`src/hdl/bdp_table.sv`:
```
// Synchronous 1R1W table, registered read, same-cycle write bypass.
// No dependencies.
module bdp_table #(
  parameter int WIDTH = 2,
  parameter int DEPTH = 512
) (
  input  logic                     clk,
  input  logic                     rd_en,
  input  logic [$clog2(DEPTH)-1:0] rd_addr,
  output logic [WIDTH-1:0]         rd_data,
  input  logic                     wr_en,
  input  logic [$clog2(DEPTH)-1:0] wr_addr,
  input  logic [WIDTH-1:0]         wr_data
);

  logic [WIDTH-1:0] mem [DEPTH];
  logic [WIDTH-1:0] mem_q;
  logic [WIDTH-1:0] byp_data;
  logic             byp;

  // write port
  always_ff @(posedge clk) begin
    if (wr_en) mem[wr_addr] <= wr_data;
  end

  // read port; a write to the same entry in the read cycle wins
  always_ff @(posedge clk) begin
    if (rd_en) begin
      mem_q    <= mem[rd_addr];
      byp      <= wr_en && (wr_addr == rd_addr);
      byp_data <= wr_data;
    end
  end

  assign rd_data = byp ? byp_data : mem_q;

endmodule

```
`config.mk`:
```
export PLATFORM = sky130hd
export DESIGN_NAME = bdp_table
export DESIGN_NICKNAME = d
export VERILOG_FILES = /design/src/hdl/bdp_table.sv
export SDC_FILE = /design/constraint.sdc
export NUM_CORES = 1
export LEC_CHECK = 0
export BUFFER_PORTS_ARGS = -buffer_cell sky130_fd_sc_hd__buf_2
export CORE_UTILIZATION = 35
export CTS_CLUSTER_SIZE = 14
export DETAILED_ROUTE_END_ITERATION = 6
export REMOVE_ABC_BUFFERS = 1
export SLEW_MARGIN = 20
export SYNTH_ARGS = -nofsm -noshare
export SYNTH_HDL_FRONTEND = slang
export SYNTH_SLANG_ARGS = --single-unit
export TNS_END_PERCENT = 1
```
`constraint.sdc`:
```
create_clock -name clk -period 3.2 [get_ports clk]
set_input_delay 0.32 -clock clk [delete_from_list [all_inputs] [get_ports clk]]
set_output_delay 0.32 -clock clk [all_outputs]
set_load 0.01 [all_outputs]
```
* After elaboration in Yosys (flattened, before gate mapping)
Memories as Yosys holds them, arrays and structs flattened. A register that Yosys moved wholly into a read port is not among the register bits. Cells that the tools add are included.
Storage, ports and cells: RAM bits 1024, input port bits 23, bits in registers 3, output and inout port bits 2, word-level logic and storage cells 8, memories 1
Operators by class: reductions and logical operators 1, multiplexer cells 3, equality and inequality tests 1
Memories:
- mem | depth 512, bits a word 2, read ports 1, clocked after Yosys merged registers in 1, write ports 1, line 16 | logic [WIDTH-1:0] mem [DEPTH];
Operators by type and width (count):
- $eq A9 B9 Y1 | 1
- $mux W1 | 2
- $mux W2 | 1
- $logic_and A1 B1 Y1 | 1

* Logic depth before layout (Yosys ltp)
depth after elaboration 2, mapped depth 12, mapped depth without buffers 8

* Worst setup path after synthesis
OpenSTA, ideal clock, no wires.
kind input to register, from input rd_addr[1], to register mem_q[1] (read register of mem) (data pin), setup time 0.272 ns, data required time 2.928 ns, slack 0.447 ns, stages 10, arrival time 2.482 ns, cells stage by stage buf_4 buf_4 clkbuf_1 clkbuf_1 mux4_2 o22ai_1 nor3_1 nor3_1 o22ai_1 or4_1
RTL lines:
- from (decl) | line 9 | input logic [$clog2(DEPTH)-1:0] rd_addr,
- to (decl) | line 17 | logic [WIDTH-1:0] mem_q;

==> run metrics <==
status completed; first-pass GRT wire length 161 mm; WP data arrival ~3000 ps; Sw Share 21.7%; post-synth top area cell edfxtp_1; cell area after layout between 40,000 and 50,000 um2; vias in the first global route around 25,000; share of Yosys cell area claimed by the top area cell type between 70% and 80%; vias per cell approximately 5.4; share of cells above drive strength 1 17.8%; Post-synth top cells edfxtp_1, nor2_1, mux2i_1; Max VDD drop 463 uV; Placed Area about 46,000 um2; Inst Count DP 4,246; relative slew slack between 40% and 50%; Nets approximately 2,800; Hold Path Class input port to flop; crit path max fanout 2; kind of critical path flop to flop; EDFF count, synth approximately 1,000; clk_skew 21.1 ps; WL/cell about 25 um; Max Slew Vio Count 0; post-DP HPWL between 60 and 70 mm; # DRC 0; Worst Setup Slack, final ~560 ps; startpoint types flop; GPL Wtd Cong 0.866; Clk pin slew, worst setup/hold paths 60 ps; RSZ-0062 raised after global routing no; Synth Area per Inst between 15 and 20 um2; Synth Instances roughly 2,600; chip height 351 um; Yosys cell types 59; cts repair resizes 0; post-route ant nets 0; TNS Setup 0 ps; number of synthesis warnings 0; Root Buffer clkbuf_16; Hold Vio Cnt, Final 0; Congestion Overflow GR 0; I/O Buffers 24; Combinational Power Share roughly 5.7%; clk sinks between 1,000 and 1,500; H-tree Lvls 3; Post-Place Setup Slack -99.0 ps; fmax 378 MHz; Post-synth ARST share 0%; min cycle time layout 2640 ps; critical path startpoint mem[258][0]$_DFFE_PP_; Clk pwr share 41.8%; most common cell in the synthesized netlist edfxtp_1; hold_sp wr_en; reg-to-reg startpoint mem[258][0]$_DFFE_PP_; Primary FF master, synth edfxtp_1; row count between 100 and 150; TritonCTS clock tree built; P&R area growth vs syn 14.8%; Yosys reg bits 1,029; initial antenna violation count 1; 1st-pass router iterations 5; clk_lat worst skew approximately 700 ps; cell-internal power roughly 22 mW; final worst-path cycle share 82.6%; DRT iter0 DRCs about 2,500; Least-Margin Pin Slew about 810 ps; Die X between 300 and 400 um; CTS max path bufs 3; Multi-input gate area around 11,000 um2; area occupied by registers between 30,000 and 40,000 um2; Synth area leaders edfxtp_1, mux4_2, mux2i_1; Core Util, Final between 40% and 50%; final setup fails 0; largest net degree at the start of global routing around 100; Crit. End Element flop; WL final roughly 110 mm; Finished Layout Cells 4,437; die area 123,000 um2; Final Total Pwr ~28 mW; register area share after synthesis 72.5%; net switching power approximately 6.1 mW; Worst Path Required around 3600 ps; Mapped Area 42,600 um2; sequential share of power between 50% and 60%; io pins 25; max-cap viol count 0; final hold slack roughly 57 ps; Leak 15.3 nW; CORE AREA 120,000 um2; starting density of the core 35.4%; GRT Overall Usage ~18%; Num CTS Buffers between 100 and 150; Filler cells 10,900; via count around 24,000; pwr dens just under 600 nW/um2
[layout by cell type (no fill, tap or decap), types with 21 or more instances in the layout]
cell type     n
o22ai_1      43
o221ai_1    110
buf_4       137
a21oi_1      41
edfxtp_1   1029
clkinv_1     21
o21ai_0      32
mux4_2      128
mux2i_1     252
nor2_1      546
clkinv_2     22
clkbuf_16   106
nor3_1       43
clkbuf_1     23
buf_12       44
nand2_1      52
[metal layers]
| layer | global-route usage (%) | routed length (um) | part of all wire (%) | up-vias |
|---|---|---|---|---|
| li1 | - | - | - | 10500 |
| met1 | 24.6 | 46000 | 42 | 12500 |
| met2 | 28.8 | 52200 | 48 | 918 |
| met3 | 2.85 | 7900 | 7.2 | 187 |
| met4 | 4.95 | 2910 | 2.7 | 0 |
| met5 | 0 | 0 | 0 | - |
[path summary, 6_finish.rpt]
path	slack, ps	endpoint	cells past startpoint
worst max-delay path	560	mem_q[0]$_DFFE_PP_	6
worst min-delay path	60	byp$_DFFE_PP_	3
worst min register to register	1130	mem_q[1]$_DFFE_PP_	5
worst max register to register	560	mem_q[0]$_DFFE_PP_	6
[state kept, by name, summed over array words and instances, names as in the netlist]
register / cells
mem: 1024
byp_data: 2
mem_q: 2
byp: 1
[cells by family (layout without fill, tap and decap cells)]
| group | after synthesis | count (layout) | share of synthesized area (%) |
|---|---|---|---|
| XOR/XNOR | 9 | 9 | 0.185 |
| multiplexers | 386 | 386 | 12.8 |
| other | 0 | 1 | 0 |
| AO/OA/AOI/OAI | 273 | 273 | 4.65 |
| flip-flops | 1029 | 1029 | 72.5 |
| buffers and inverters | 205 | 398 | 2.78 |
| AND/OR/NAND/NOR | 729 | 729 | 7.01 |
[power groups by stage]
stage	clock network, mW	registers (mW)	logic [mW]
after floorplan	0	15.1	0.600
after global placement	0	15.1	1.61
after detailed placement	0	15.1	1.61
after CTS	12.0	14.9	1.62
after global routing	12.5	14.8	1.71
final	11.8	14.9	1.61
[final cells by class]
| type | instances | area share (%) |
|---|---|---|
| Clock inverter | 60 | 1.16 |
| Clock buffer | 129 | 5.60 |
| Sequential cell | 1029 | 63.2 |
| Multi-Input combinational cell | 1397 | 21.6 |
| Tap cell | 1612 | 4.13 |
| Inverter | 4 | 0.0307 |
| Antenna cell | 1 | 0.00512 |
| Timing Repair Buffer | 205 | 4.24 |
[worst max-delay path, stage by stage, from the launching register on]
cell	delay (ps)
edfxtp_1	370
mux4_2	460
a211oi_1	510
a2111oi_0	200
nand4_1	210
a21oi_1	90
or4_1	530
[repair_timing]
item	CTS	global route
hold buffers	1	0
hold endpoints to repair	5	0
setup buffers	0	0
(Power assumes the default switching activity.)
