File: src/hdl/bdp_pkg.sv
// Shared types and counter helpers for the branch direction predictor suite.
// No dependencies.
package bdp_pkg;

  // One result word, highest bit first.
  typedef struct packed {
    logic is_forward;
    logic tournament_pred;
    logic majority_pred;
    logic hybrid_pred;
    logic gsh_pred;
    logic global_pred;
    logic local_pred;
    logic bimodal_pred;
    logic backward_pred;
  } pred_t;

  localparam int PRED_W = $bits(pred_t);
  localparam int OUT_DATA_W = 16;
  localparam int IN_DATA_W = 72;

  // 2-bit saturating counter step
  function automatic logic [1:0] sat2(input logic [1:0] c, input logic up);
    logic [1:0] r;
    r = c;
    if (up) begin
      if (c != 2'd3) r = c + 2'd1;
    end else begin
      if (c != 2'd0) r = c - 2'd1;
    end
    return r;
  endfunction

  // 3-bit saturating counter step
  function automatic logic [2:0] sat3(input logic [2:0] c, input logic up);
    logic [2:0] r;
    r = c;
    if (up) begin
      if (c != 3'd7) r = c + 3'd1;
    end else begin
      if (c != 3'd0) r = c - 3'd1;
    end
    return r;
  endfunction

endpackage

File: src/hdl/bdp_out_fifo.sv
// Four-entry result queue that decouples the predictor pipeline from the sink.
// Depends on bdp_pkg.
module bdp_out_fifo import bdp_pkg::*; (
  input  logic        clk,
  input  logic        rst,
  input  logic        push,
  input  pred_t       push_data,
  output logic [2:0]  count,
  output logic        m_tvalid,
  input  logic        m_tready,
  output logic [OUT_DATA_W-1:0] m_tdata
);

  pred_t      slots [4];
  logic [1:0] wptr;
  logic [1:0] rptr;
  logic       pop;

  assign pop = m_tvalid && m_tready;

  // pointers and fill level
  always_ff @(posedge clk) begin
    if (rst) begin
      wptr  <= '0;
      rptr  <= '0;
      count <= '0;
    end else begin
      if (push) wptr <= wptr + 2'd1;
      if (pop) rptr <= rptr + 2'd1;
      count <= count + 3'(push) - 3'(pop);
    end
  end

  always_ff @(posedge clk) begin
    if (push) slots[wptr] <= push_data;
  end

  assign m_tvalid = (count != 3'd0);
  assign m_tdata  = {(OUT_DATA_W - PRED_W)'(0), slots[rptr]};

endmodule

File: config.mk
export PLATFORM = sky130hd
export DESIGN_NAME = bdp_out_fifo
export DESIGN_NICKNAME = d
export VERILOG_FILES = /design/src/hdl/bdp_pkg.sv /design/src/hdl/bdp_out_fifo.sv
export SDC_FILE = /design/constraint.sdc
export NUM_CORES = 1
export LEC_CHECK = 0
export BUFFER_PORTS_ARGS = -buffer_cell sky130_fd_sc_hd__buf_2
export CAP_MARGIN = 15
export CELL_PAD_IN_SITES_DETAIL_PLACEMENT = 0
export CELL_PAD_IN_SITES_GLOBAL_PLACEMENT = 1
export CORE_UTILIZATION = 45
export DETAILED_ROUTE_END_ITERATION = 12
export PLACE_DENSITY_LB_ADDON = 0.1
export SYNTH_ARGS = -nofsm -noshare
export SYNTH_HDL_FRONTEND = slang
export SYNTH_SLANG_ARGS = --single-unit
File: constraint.sdc
create_clock -name clk -period 2.2 [get_ports clk]
set_input_delay 0.11 -clock clk [delete_from_list [all_inputs] [get_ports clk]]
set_output_delay 0.11 -clock clk [all_outputs]
set_load 0.01 [all_outputs]
== Word-level counts from Yosys, hierarchy flattened ==
Memories as Yosys holds them, arrays and structs flattened. A register that Yosys moved wholly into a read port is not among the register bits.
Index checks and enable logic that the tools add are counted.

* $add $sub $neg: 4
* Multiplexer cells: 4
* Reductions and logical operators: 2

{| class="wikitable"
|+ Operators with widths
! operator !! count
|-
| adder 2 x 1 -> 2 bit, second input constant || 2
|-
| two-way mux 2 bit || 2
|-
| adder 3 x 1 -> 3 bit || 1
|-
| nonzero test 3 bit || 1
|-
| subtractor 3 x 1 -> 3 bit || 1
|-
| two-way mux 1 bit || 2
|-
| logical AND 1 bit || 1
|}

* Flip-flop bits (word level): 7
* RAM bits: 36
* Input port bits: 13
* Output and inout port bits: 20
* Logic and storage cells: 14
* Memories kept: 1

{| class="wikitable"
|+ Memories
! memory !! depth !! width !! rd ports !! clocked after Yosys merged registers in !! write ports !! line !! text
|-
| slots || 4 || 9 || 1 || 1 || 1 || bdp_out_fifo.sv:14 || <nowiki>pred_t slots [4];</nowiki>
|}

== Depth between registers and ports, before layout ==
* Depth after elaboration: 4
* Gate-level depth with buffers: 7
* Depth with buffers taken out: 7

== Worst setup path before layout ==
No wires, ideal clock.

* Kind: flip-flop to flip-flop
* Start point: register count[1]
* End point: register count[2]
* Data arrival time: 1754 ps
* Data required time: 2074 ps
* Path slack: 320 ps
* Cell stages (with the launch flop): 8
* Clock period less this slack: 1880 ps
* Cells stage by stage: dfxtp_1 o31a_1 ha_1 inv_1 ha_1 fa_1 xor3_1 nor2_1

* Longest elaborated chain between the ends: 3

{| class="wikitable"
|+ RTL lines
! item !! line !! text
|-
| start, declared || bdp_out_fifo.sv:8 || <nowiki>output logic [2:0] count,</nowiki>
|-
| start signal, assigned || bdp_out_fifo.sv:30 || <nowiki>count <= count + 3'(push) - 3'(pop);</nowiki>
|-
| nonzero test 3 bit || bdp_out_fifo.sv:38 || <nowiki>assign m_tvalid = (count != 3'd0);</nowiki>
|-
| logical AND 1 bit || bdp_out_fifo.sv:19 || <nowiki>assign pop = m_tvalid && m_tready;</nowiki>
|-
| net pop || bdp_out_fifo.sv:17 || <nowiki>logic pop;</nowiki>
|-
| subtractor 3 x 1 -> 3 bit || bdp_out_fifo.sv:30 ||
|}

The timed path passes the listed nets, and every way through them passes these cells.
A chain may end at the register's enable or synchronous reset.

== Final worst setup path ==
Same ends and word-level chain as after synthesis.

==> results.ini <==
[run_status]
status=finished, final reports clean

[floorplan]
io_pins=33
die_h_um=65.6
start_util_pct=48.2
rows=22
die_x_um=65.6
core_mm2=0.00377
dieArea_mm2=0.00430

[critical_path]
cp.arrival_ps=2130
cpMostUsedCell=ha_1
critPathRequiredTime_ps=2380
cp_slowest_cell=o31a_1
crit_fanout=6
crit_path_start_kind=flip-flop
r2r_slack_ps=250
regToRegEndpoint=count[2]
cp-end-kind=flip-flop
reg2regPathDepth=7
crit_type=reg2reg
crit_chain=o31a_1 -> ha_1 -> inv_1 -> ha_1 -> fa_1 -> xor3_1 -> nor2_1
path_buf_inv=1
timing.rr.start=count[1]
crit_family=adder cells
slowest_delay_ps=370

[place]
place_hpwl_um=1850
gp_congestion=0.744
port-buffer-count=25

[global_routing]
antenna_found_initial=0
grt_pass1_wl_um=4200
grt_max_degree=14
grt_overflow_total=0
grt_usage_pct=14.0
grt_pass1_vias=869

[layout]
layout-drive-gt1-share_pct=32.3
antennaDiodeCount=0
fin_util_pct=54.4
syn2layout_area_growth_pct=12.7
final_common_cell=edfxtp_1
finalNetCount=149
layout_common_cells=edfxtp_1 (36), buf_2 (25), mux4_2 (9), dfxtp_1 (9), conb_1 (7)

[cts]
cts_sinks=45
cts_buffers=5
clock_latency_ps=290
cts_tree=done
htreeDepth=2
cts-root-buf=clkbuf_8
hold_buffers=0
post_cts_buffers=0
cts_resized=0
cts_max_path_buffers=2
clkTransAtPathRegs_ps=80

[synth]
syn-cell-area_mm2=0.00182
synth_largest_area_cell=edfxtp_1
synthCells=100
ys_seq_area_share_pct=69.3
ys_ff_latch=45
yosysWarnings=0
synth_area_leaders=edfxtp_1 (59%), mux4_2 (11%), dfxtp_1 (9.9%), ha_1 (4.1%), buf_4 (2.9%)
synth_top_area_share_pct=59.4
synth_cell_types=21
synth_area_per_cell_um2=18.2

[power_and_ir_drop]
p_int_mw=1.49
pwr-share-comb_pct=23.8
ir_drop_v=0.000419
p_seq_share_pct=52.7
pwr-share-clk_pct=23.4
p_sw_mw=0.534
powerDensity_mw_per_mm2=987
switching_share_pct=26.4
power.leakage_nw=0.769

[route]
viasPerCell=4.97
drt-initial-drc-count=16
num_vias=885
drc=0
first_pass_iters=3
detail_route.wl_per_cell_um=14.9
ant_nets=0
drt-total-wl_um=2650

[hold_path]
worst_hold_path.endpoint=slots[3][6]
hold_path.startpoint=push_data[6]
min_path_cells=1
min_path_type=in2reg

[sta]
holdWs_ps=30.9
fin_crit_ps=1950
maxSlewViolCount=0
setup_viol=0
fin_tns_setup_ps=0
fmax_mhz=514
rsz0062_at_grt=no
tightestPinTransition_ps=515
finClkSkew_ps=6.21
hold_viol_final=0
slew_headroom_pct=65.6
fin_crit_sh_pct=88.4

[run]
maxCapViolations=0

==> how the worst max path moves through the flow <==
stage	from	endpoint	slack, ps	cells past startpoint
after floorplan	count[1]	count[2]	320	7
after global placement	count[1]	count[2]	330	7
after detailed placement	count[1]	count[2]	250	7
after CTS	count[1]	count[2]	240	7
after global routing	count[1]	count[2]	160	7
final	count[1]	count[2]	250	7
==> state kept, by name, summed over array words and instances (netlist names), named ones only <==
signal  count
wptr        2
rptr        2
slots      36
count       3
==> kinds of logic (layout without fill, tap and decap cells) <==
logic type,after synthesis,in the layout,share of synthesized area [%]
adders and majority gates,7,7,5.23
AOI/OAI and AO/OA,2,2,0.963
xor gates and xnor gates,2,2,1.79
muxes,13,13,13.5
other,1,7,0.206
DFF,45,45,69.3
buffers and inverters,16,40,4.81
and+or+nand+nor,14,14,4.13
==> synthesized netlist by cell type <==
cell and count:
nor2_1 5, mux2_1 2, inv_1 6, conb_1 1, and2_1 4, or3_1 1
clkbuf_1 2, dfxtp_1 9, o31a_1 1, mux2_2 1, fa_1 1, ha_1 6
xor3_1 1, o311ai_0 1, edfxtp_1 36, mux2i_1 1, buf_2 1, nor2b_1 4
xnor2_1 1, buf_4 7, mux4_2 9
==> power by group through the flow <==
stage / Clock, mW / Combinational (mW) / Sequential (mW)
6_report: 0.475 / 0.482 / 1.07
5_1_grt: 0.527 / 0.542 / 1.08
4_1_cts: 0.490 / 0.495 / 1.07
3_5_place_dp: 0 / 0.494 / 1.09
3_3_place_gp: 0 / 0.481 / 1.08
2_1_floorplan: 0 / 0.363 / 1.06
==> area by class of cell <==
cell class / count / area, µm²
fillers: 299 / 1720
well taps: 48 / 60.1
multi-input cells: 45 / 493
clock buffers: 7 / 76.3
flip-flops and latches: 45 / 1260
inverters: 6 / 22.5
repair buffers: 26 / 133
clock inverters: 1 / 5.00
==> metal layers <==
| metal | routed length, µm | GRT usage [%] | up-vias |
|---|---|---|---|
| met2 | 1350 | 22.4 | 24 |
| li1 | - | - | 411 |
| met5 | 0 | 0 | - |
| met3 | 119 | 3.82 | 5 |
| met4 | 37 | 7.34 | 0 |
| met1 | 1150 | 17.3 | 445 |
==> stage by stage <==
| step | std cells | setup WS, ps | instance area, µm² | power, mW |
|---|---|---|---|---|
| global placement | 170 | 327 | 1970 | 1.56 |
| detailed placement | 170 | 250 | 1970 | 1.58 |
| global route | 178 | 163 | 2050 | 2.15 |
| CTS | 178 | 245 | 2050 | 2.05 |
| floorplan | 106 | 320 | 1840 | 1.42 |
| finish | 178 | 254 | 2050 | 2.03 |
Note: power is estimated with default switching activity, not from simulation.
